<file path="src/design/mi_pkg.sv">
package mi_pkg;

  // operand width of value, modulus and result
  localparam int WIDTH = 32;
  // bit counter width of the iterative divider
  localparam int CNT_W = $clog2(WIDTH);

  // commands from the controller to the datapath
  typedef struct packed {
    logic load;        // latch a new item
    logic div_init;    // start value mod modulus
    logic take_init;   // keep the first remainder
    logic div_step;    // start r_old / r_cur
    logic mul;         // quotient times newer coefficient
    logic upd;         // advance remainder and coefficient pairs
    logic fin_calc;    // fold the sign into the coefficient
    logic emit;        // load the output register
    logic emit_found;  // the result is a real inverse
  } mi_cmd_t;

  // status from the datapath to the controller
  typedef struct packed {
    logic mod_small;   // modulus below two
    logic r_zero;      // newer remainder is zero
    logic r_one;       // newer remainder is one
    logic div_done;    // divider finished this cycle
    logic out_free;    // output register can take a result
  } mi_stat_t;

endpackage

</file>
<file path="src/design/mi_div.sv">
module mi_div import mi_pkg::*; (
  input  logic             clk_i,
  input  logic             rst_ni,
  input  logic             start_i,
  input  logic [WIDTH-1:0] dividend_i,
  input  logic [WIDTH-1:0] divisor_i,
  output logic             done_o,
  output logic [WIDTH-1:0] quo_o,
  output logic [WIDTH-1:0] rem_o
);

  logic             busy_q, busy_d;
  logic             done_q, done_d;
  logic [CNT_W-1:0] cnt_q, cnt_d;
  logic [WIDTH-1:0] rem_q, rem_d;
  logic [WIDTH-1:0] quo_q, quo_d;
  logic [WIDTH-1:0] dvs_q, dvs_d;
  logic [WIDTH:0]   shifted;
  logic [WIDTH:0]   diff;

  // one restoring step: shift in the next dividend bit, try to subtract
  assign shifted = {rem_q, quo_q[WIDTH-1]};
  assign diff    = shifted - {1'b0, dvs_q};

  always_comb begin
    busy_d = busy_q;
    done_d = 1'b0;
    cnt_d  = cnt_q;
    rem_d  = rem_q;
    quo_d  = quo_q;
    dvs_d  = dvs_q;
    if (start_i) begin
      busy_d = 1'b1;
      cnt_d  = CNT_W'(WIDTH - 1);
      rem_d  = '0;
      quo_d  = dividend_i;
      dvs_d  = divisor_i;
    end else if (busy_q) begin
      if (!diff[WIDTH]) begin
        rem_d = diff[WIDTH-1:0];
        quo_d = {quo_q[WIDTH-2:0], 1'b1};
      end else begin
        rem_d = shifted[WIDTH-1:0];
        quo_d = {quo_q[WIDTH-2:0], 1'b0};
      end
      cnt_d = cnt_q - 1'b1;
      if (cnt_q == '0) begin
        busy_d = 1'b0;
        done_d = 1'b1;
      end
    end
  end

  // control state
  always_ff @(posedge clk_i or negedge rst_ni) begin
    if (!rst_ni) begin
      busy_q <= 1'b0;
      done_q <= 1'b0;
      cnt_q  <= '0;
    end else begin
      busy_q <= busy_d;
      done_q <= done_d;
      cnt_q  <= cnt_d;
    end
  end

  // working registers
  always_ff @(posedge clk_i) begin
    rem_q <= rem_d;
    quo_q <= quo_d;
    dvs_q <= dvs_d;
  end

  assign done_o = done_q;
  assign quo_o  = quo_q;
  assign rem_o  = rem_q;

endmodule

</file>
<file path="src/design/mi_dp.sv">
module mi_dp import mi_pkg::*; (
  input  logic             clk_i,
  input  logic             rst_ni,
  input  mi_cmd_t          cmd_i,
  output mi_stat_t         stat_o,
  input  logic [WIDTH-1:0] value_i,
  input  logic [WIDTH-1:0] modulus_i,
  input  logic             out_stall_i,
  output logic             out_valid_o,
  output logic [WIDTH-1:0] inverse_o,
  output logic             no_inverse_o
);

  logic [WIDTH-1:0] mod_q;
  logic [WIDTH-1:0] r_old_q, r_cur_q;
  logic [WIDTH-1:0] c_old_q, c_cur_q;
  logic             neg_q;
  logic [WIDTH-1:0] prod_q;
  logic [WIDTH-1:0] fin_q;
  logic             out_valid_q, out_valid_d;
  logic [WIDTH-1:0] inverse_q;
  logic             no_inverse_q;
  logic             div_start;
  logic [WIDTH-1:0] div_n, div_d;
  logic             div_done;
  logic [WIDTH-1:0] div_quo, div_rem;

  // shared divider: first value mod modulus, then r_old / r_cur
  assign div_start = cmd_i.div_init | cmd_i.div_step;
  assign div_n     = cmd_i.div_init ? r_cur_q : r_old_q;
  assign div_d     = cmd_i.div_init ? r_old_q : r_cur_q;

  mi_div u_div (
    .clk_i      (clk_i),
    .rst_ni     (rst_ni),
    .start_i    (div_start),
    .dividend_i (div_n),
    .divisor_i  (div_d),
    .done_o     (div_done),
    .quo_o      (div_quo),
    .rem_o      (div_rem)
  );

  // remainder and coefficient pairs
  always_ff @(posedge clk_i) begin
    if (cmd_i.load) begin
      mod_q   <= modulus_i;
      r_old_q <= modulus_i;
      r_cur_q <= value_i;
      c_old_q <= '0;
      c_cur_q <= WIDTH'(1);
      neg_q   <= 1'b0;
    end else if (cmd_i.take_init) begin
      r_cur_q <= div_rem;
    end else if (cmd_i.upd) begin
      r_old_q <= r_cur_q;
      r_cur_q <= div_rem;
      c_old_q <= c_cur_q;
      c_cur_q <= c_old_q + prod_q;
      neg_q   <= ~neg_q;
    end
    // magnitudes stay at or below the modulus, so the low half suffices
    if (cmd_i.mul) begin
      prod_q <= div_quo * c_cur_q;
    end
    if (cmd_i.fin_calc) begin
      fin_q <= neg_q ? (mod_q - c_cur_q) : c_cur_q;
    end
  end

  // output register, set on emit and cleared by an output transfer
  assign out_valid_d = cmd_i.emit | (out_valid_q & out_stall_i);

  always_ff @(posedge clk_i or negedge rst_ni) begin
    if (!rst_ni) begin
      out_valid_q <= 1'b0;
    end else begin
      out_valid_q <= out_valid_d;
    end
  end

  always_ff @(posedge clk_i) begin
    if (cmd_i.emit) begin
      if (cmd_i.emit_found) begin
        inverse_q <= (fin_q >= mod_q) ? (fin_q - mod_q) : fin_q;
      end else begin
        inverse_q <= '0;
      end
      no_inverse_q <= ~cmd_i.emit_found;
    end
  end

  // status
  assign stat_o.mod_small = (mod_q < WIDTH'(2));
  assign stat_o.r_zero    = (r_cur_q == '0);
  assign stat_o.r_one     = (r_cur_q == WIDTH'(1));
  assign stat_o.div_done  = div_done;
  assign stat_o.out_free  = ~out_valid_q | ~out_stall_i;

  assign out_valid_o  = out_valid_q;
  assign inverse_o    = inverse_q;
  assign no_inverse_o = no_inverse_q;

endmodule

</file>
<file path="src/design/mi_ctrl.sv">
module mi_ctrl import mi_pkg::*; (
  input  logic     clk_i,
  input  logic     rst_ni,
  input  logic     in_valid_i,
  output logic     in_stall_o,
  input  mi_stat_t stat_i,
  output mi_cmd_t  cmd_o
);

  localparam logic [2:0] S_IDLE = 3'd0;
  localparam logic [2:0] S_CHK  = 3'd1;
  localparam logic [2:0] S_INIT = 3'd2;
  localparam logic [2:0] S_TEST = 3'd3;
  localparam logic [2:0] S_DIV  = 3'd4;
  localparam logic [2:0] S_UPD  = 3'd5;
  localparam logic [2:0] S_FIN  = 3'd6;

  logic [2:0] state_q, state_d;
  logic       found_q, found_d;

  // sequencing of one item
  always_comb begin
    state_d = state_q;
    found_d = found_q;
    cmd_o   = '0;
    unique case (state_q)
      S_IDLE: begin
        if (in_valid_i) begin
          cmd_o.load = 1'b1;
          state_d    = S_CHK;
        end
      end
      S_CHK: begin
        if (stat_i.mod_small) begin
          found_d = 1'b0;
          state_d = S_FIN;
        end else begin
          cmd_o.div_init = 1'b1;
          state_d        = S_INIT;
        end
      end
      S_INIT: begin
        if (stat_i.div_done) begin
          cmd_o.take_init = 1'b1;
          state_d         = S_TEST;
        end
      end
      S_TEST: begin
        if (stat_i.r_zero) begin
          found_d = 1'b0;
          state_d = S_FIN;
        end else if (stat_i.r_one) begin
          cmd_o.fin_calc = 1'b1;
          found_d        = 1'b1;
          state_d        = S_FIN;
        end else begin
          cmd_o.div_step = 1'b1;
          state_d        = S_DIV;
        end
      end
      S_DIV: begin
        if (stat_i.div_done) begin
          cmd_o.mul = 1'b1;
          state_d   = S_UPD;
        end
      end
      S_UPD: begin
        cmd_o.upd = 1'b1;
        state_d   = S_TEST;
      end
      S_FIN: begin
        if (stat_i.out_free) begin
          cmd_o.emit       = 1'b1;
          cmd_o.emit_found = found_q;
          state_d          = S_IDLE;
        end
      end
      default: begin
        state_d = S_IDLE;
      end
    endcase
  end

  assign in_stall_o = (state_q != S_IDLE);

  always_ff @(posedge clk_i or negedge rst_ni) begin
    if (!rst_ni) begin
      state_q <= S_IDLE;
      found_q <= 1'b0;
    end else begin
      state_q <= state_d;
      found_q <= found_d;
    end
  end

endmodule

</file>
<file path="src/design/modular_inverse.sv">
// Modular inverse by the extended Euclidean algorithm.
// Input channel: in_valid_i / in_stall_o with value_i and modulus_i; a transfer
// happens on a clock edge with valid high and stall low.
// Output channel: out_valid_o / out_stall_i with inverse_o and no_inverse_o.
// inverse_o is the inverse of value_i modulo modulus_i in 0..modulus-1;
// no_inverse_o is set, with inverse_o zero, when the gcd exceeds one, the
// value reduces to zero, or the modulus is below two.
// One item is worked on at a time. Each division runs on a shared
// one-bit-per-cycle divider, and one Euclid step is a test, a division
// and an update. The next input transfer can follow once the result is
// loaded into the output register; at WIDTH 32 the longest chain
// (consecutive Fibonacci operands) runs 44 steps, and 1.44*WIDTH steps
// would bound it. A modulus below two goes to its result without a
// division; any other item pays the initial reduction, even a value that
// reduces to zero or one.
// The result sits in an output register, so a new item is taken as soon as
// the previous one is handed to it, even while the receiver stalls; a held
// result keeps its value until it is transferred.
// Reset clears the controller and the output valid; no item is in flight.
module modular_inverse import mi_pkg::*; (
  input  logic             clk_i,
  input  logic             rst_ni,
  input  logic             in_valid_i,
  output logic             in_stall_o,
  input  logic [WIDTH-1:0] value_i,
  input  logic [WIDTH-1:0] modulus_i,
  output logic             out_valid_o,
  input  logic             out_stall_i,
  output logic [WIDTH-1:0] inverse_o,
  output logic             no_inverse_o
);

  mi_cmd_t  cmd;
  mi_stat_t stat;

  // controller
  mi_ctrl u_ctrl (
    .clk_i      (clk_i),
    .rst_ni     (rst_ni),
    .in_valid_i (in_valid_i),
    .in_stall_o (in_stall_o),
    .stat_i     (stat),
    .cmd_o      (cmd)
  );

  // datapath
  mi_dp u_dp (
    .clk_i        (clk_i),
    .rst_ni       (rst_ni),
    .cmd_i        (cmd),
    .stat_o       (stat),
    .value_i      (value_i),
    .modulus_i    (modulus_i),
    .out_stall_i  (out_stall_i),
    .out_valid_o  (out_valid_o),
    .inverse_o    (inverse_o),
    .no_inverse_o (no_inverse_o)
  );

`ifndef ASSERT_OFF
  // an accepted item keeps the input closed on the next cycle
  a_busy_after_accept: assert property (@(posedge clk_i) disable iff (!rst_ni)
    in_valid_i && !in_stall_o |=> in_stall_o)
    else $error("input not stalled after a transfer");

  // a flagged result carries a zero inverse
  a_flag_zero: assert property (@(posedge clk_i) disable iff (!rst_ni)
    out_valid_o && no_inverse_o |-> inverse_o == '0)
    else $error("flagged result with nonzero inverse");

  // a real inverse is never zero
  a_inverse_nonzero: assert property (@(posedge clk_i) disable iff (!rst_ni)
    out_valid_o && !no_inverse_o |-> inverse_o != '0)
    else $error("zero inverse without flag");
`endif

endmodule
</file>
<file path="config.mk">
export PLATFORM = sky130hd
export DESIGN_NAME = modular_inverse
export DESIGN_NICKNAME = d
export VERILOG_FILES = /design/src/design/mi_pkg.sv /design/src/design/mi_div.sv /design/src/design/mi_dp.sv /design/src/design/mi_ctrl.sv /design/src/design/modular_inverse.sv
export SDC_FILE = /design/constraint.sdc
export NUM_CORES = 2
export LEC_CHECK = 0
export BUFFER_PORTS_ARGS = -buffer_cell sky130_fd_sc_hd__buf_2
export CORE_MARGIN = 2
export CORE_UTILIZATION = 35
export CTS_BUF_LIST = sky130_fd_sc_hd__clkbuf_8
export CTS_CLUSTER_SIZE = 40
export DETAILED_ROUTE_END_ITERATION = 7
export GPL_TIMING_DRIVEN = 0
export MAX_ROUTING_LAYER = met4
export PLACE_DENSITY = 0.51
export SLEW_MARGIN = 20
export SYNTH_ARGS = -nofsm -noshare
export SYNTH_HDL_FRONTEND = slang
export SYNTH_HIERARCHICAL = 1
export SYNTH_SLANG_ARGS = --single-unit
</file>
<file path="constraint.sdc">
create_clock -name clk_i -period 9.1 [get_ports clk_i]
set_clock_uncertainty 0.1 [all_clocks]
set_input_delay 0.91 -clock clk_i [delete_from_list [all_inputs] [get_ports clk_i]]
set_output_delay 0.91 -clock clk_i [all_outputs]
set_load 0.01 [all_outputs]
</file>
==> results.sh <==
export IMPL_cap_violations=0
export IMPL_ys_ff_latch=366
export IMPL_boundaryPins=103
export IMPL_grt_pass1_vias=28430
export IMPL_synth_flop_cell="edfxtp_1"
export IMPL_grt_usage_pct=23.64
export IMPL_cp_startpoint="u_dp/c_cur_q[1]$_SDFFE_PP0P_"
export IMPL_drt_iter0_drc=2068
export IMPL_end_kind="flip-flop"
export IMPL_drt_first_pass_iters=7
export IMPL_globalplace_congestion=0.9341
export IMPL_cts_sinks=366
export IMPL_cts_buffers=60
export IMPL_drc_errors=8
export IMPL_r2r_slack_ns=0.53
export IMPL_antenna_left=0
export IMPL_async_flop_share_pct=3.279
export IMPL_hold_buffers=0
export IMPL_fp_dieArea_um2=109100
export IMPL_relSlewSlack_pct=29.09
export IMPL_worstPathMaxFanout=10
export IMPL_slew_viol_final=0
export IMPL_drive_above_1_share_pct=11.30
export IMPL_synth_top_area_cell="fa_1"
export IMPL_syn_num_nets=4561
export IMPL_synth_edf_count=257
export IMPL_grt_overflow=0
export IMPL_endpoint="u_dp/prod_q[30]$_DFFE_PP_"
export IMPL_clk_path_buf_depth=3
export IMPL_place_area_um2=39700
export IMPL_fin_nets=4727
export IMPL_grt_pass1_wl_um=185400
export IMPL_fmax_mhz=116.7
export IMPL_synthesis_area_um2=37270
export IMPL_r2r_start="u_dp/c_cur_q[1]$_SDFFE_PP0P_"
export IMPL_synth_commonest_cells="inv_1, nand2_1, fa_1, and2_1, edfxtp_1"
export IMPL_layout_area_overhead_vs_synth_pct=10.20
export IMPL_finalSetupViolations=0
export IMPL_worst_pin_slew_ns=1.064
export IMPL_die_h_um=330.3
export IMPL_fin_crit_ns=8.570
export IMPL_synthCells=3830
export IMPL_wl_per_cell_um=22.78
export IMPL_die_width_um=330.3
export IMPL_fin_tns_setup_ns=0
export IMPL_timing_rr_end="u_dp/prod_q[30]$_DFFE_PP_"
export IMPL_synth_area_leaders="fa_1, edfxtp_1, ha_1"
export IMPL_startpoint_type="flip-flop"
export IMPL_cts_root_buf="clkbuf_8"
export IMPL_insertion_delay_ns=0.73
export IMPL_grt_max_degree=36
export IMPL_rows=119
export IMPL_avgSynthCellArea_um2=9.731
export IMPL_rsz0062_at_grt="no"
export IMPL_synth_most_common_cell="inv_1"
export IMPL_antenna_found_initial=9
export IMPL_ff2ff_path_depth=24
export IMPL_h_tree_depth=2
export IMPL_synth_top_area_share_pct=22.13
export IMPL_hold_path_class="input pin to async pin"
export IMPL_cts_tree="built"
export IMPL_worstSetupPathType="flip-flop to flip-flop"
export IMPL_viasPerCell=5.144
export IMPL_synth_distinct_cells=102
export IMPL_vias=28000
export IMPL_synth_yosys_seq_area_share_pct=26.72
export IMPL_yosysWarnings=6
export IMPL_io_buffers=102
export IMPL_required_ns=9.43
export IMPL_finalInstanceArea_um2=41070
export IMPL_status="finished with violations"
export IMPL_initial_core_util_pct=35.36
export IMPL_wl_um=124000
export IMPL_final_hold_violation_count=0
export IMPL_period_share_pct=94.18
export IMPL_arrival_ns=8.90
export IMPL_core_area_um2=105400
export IMPL_violations="design-rule violations"
export IMPL_path_clk_slew_ns=0.07
export IMPL_dp_hpwl_um=99120
final cells by class:
type,count,area [µm²]
Antenna cell,5,12.51
Fill cell,10700,64350
Buffer,174,795.8
Inverter,529,1986
Tap cell,1391,1740
Multi-Input combinational cell,2754,24550
Sequential cell,366,9965
Clock buffer,64,880.8
Clock inverter,48,476.7
Timing Repair Buffer,111,663.1
worst max-delay path, cell delays in order, from the launching register on:
cell and delay [ns]:
dfxtp_1 0.35, clkbuf_1 0.72, clkbuf_1 0.61, nand2_1 0.19, fa_1 0.64, fa_1 0.49, fa_1 0.56, inv_1 0.05
fa_1 0.45, ha_1 0.31, fa_1 0.48, inv_1 0.05, fa_1 0.48, inv_1 0.05, ha_1 0.34, nand3_1 0.14
inv_1 0.10, nand4_1 0.13, a311oi_2 0.40, o21ai_1 0.22, inv_2 0.10, a41oi_1 0.32, o31ai_1 0.56, nor4b_1 0.12
a211o_1 0.29
flip-flops by register name (all words and copies together), names as in the netlist, 3 cells and up:
name,count
u_dp/u_div/quo_o,32
u_dp/mod_q,32
u_dp/u_div/dvs_q,32
u_dp/prod_q,32
u_dp/c_old_q,32
u_dp/inverse_o,32
u_dp/c_cur_q,32
u_dp/fin_q,32
u_ctrl/state_q,3
u_dp/r_old_q,32
u_dp/u_div/cnt_q,5
u_dp/r_cur_q,32
u_dp/u_div/rem_o,32
how the worst min path moves through the flow:
stage / slack, ns / start / to / cells past startpoint
floorplan: 0.34 / u_dp/c_old_q[0]$_SDFFE_PP0P_ / u_dp/c_old_q[0]$_SDFFE_PP0P_ / 2
global placement: 0.35 / u_dp/c_old_q[10]$_SDFFE_PP0P_ / u_dp/c_old_q[10]$_SDFFE_PP0P_ / 2
detailed placement: 0.35 / u_dp/c_old_q[21]$_SDFFE_PP0P_ / u_dp/c_old_q[21]$_SDFFE_PP0P_ / 2
CTS: 0.0006 / rst_ni / u_dp/u_div/cnt_q[4]$_DFFE_PN0P_ / 1
global route: 0.03 / rst_ni / u_dp/u_div/cnt_q[4]$_DFFE_PN0P_ / 1
finish: 0.03 / rst_ni / u_dp/u_div/done_o$_DFF_PN0_ / 1
logic make-up after synthesis:
kind of cell	Yosys count	synth area share, %
compound gates	545	9.648
xor+xnor	181	4.324
fa+ha+maj	663	30.56
buf+inv	710	7.490
flops	366	26.72
mux	189	5.603
simple gates	1176	15.66
metal layers:
metal	vias to the layer above	part of all wire (%)	global-route usage (%)
met2	856	46	36.94
met4	0	2.7	6.099
met1	13960	45	32.15
met3	164	6.2	3.491
li1	13020	-	-
met5	-	0	-
timing repair:
| item | 4_1_cts | 5_1_grt |
|---|---|---|
| setup endpoints to repair | 3 | 2 |
| setup buffers | 0 | 0 |
| resized for setup | 3 | 25 |
through the flow:
step                cells  util [%]  hold slack (ns)  setup slack [ns]
finish               5442     38.96          0.03052            0.5297
global route         5439     38.95          0.02590            0.1028
CTS                  5442     38.95        0.0006050           0.02159
detailed placement   5332     37.66           0.3535           -0.3235
global placement     5323     37.49           0.3463           -0.4795
floorplan            3830         -           0.3406             2.095
layout by cell type (no fill, tap or decap), types with 19 or more instances in the layout:
master,instances
xnor2_1,136
nor4_1,21
a21oi_1,176
nor3_1,34
xor2_1,43
fa_1,412
inv_1,532
nor2_1,142
mux2_2,157
nand4_1,21
a21o_1,49
o21ai_0,86
clkbuf_1,126
o21ai_1,19
o21a_1,24
edfxtp_1,257
nand2_1,478
nor2b_1,26
mux2i_1,32
dfxtp_1,93
clkbuf_8,69
a31oi_1,20
buf_2,109
ha_1,251
and2_1,310
nand2b_1,25
nand3_1,36
Power is left out: the tool's default activity adds up to more than one toggle a clock period on the data nets, which glitch-free logic cannot reach.
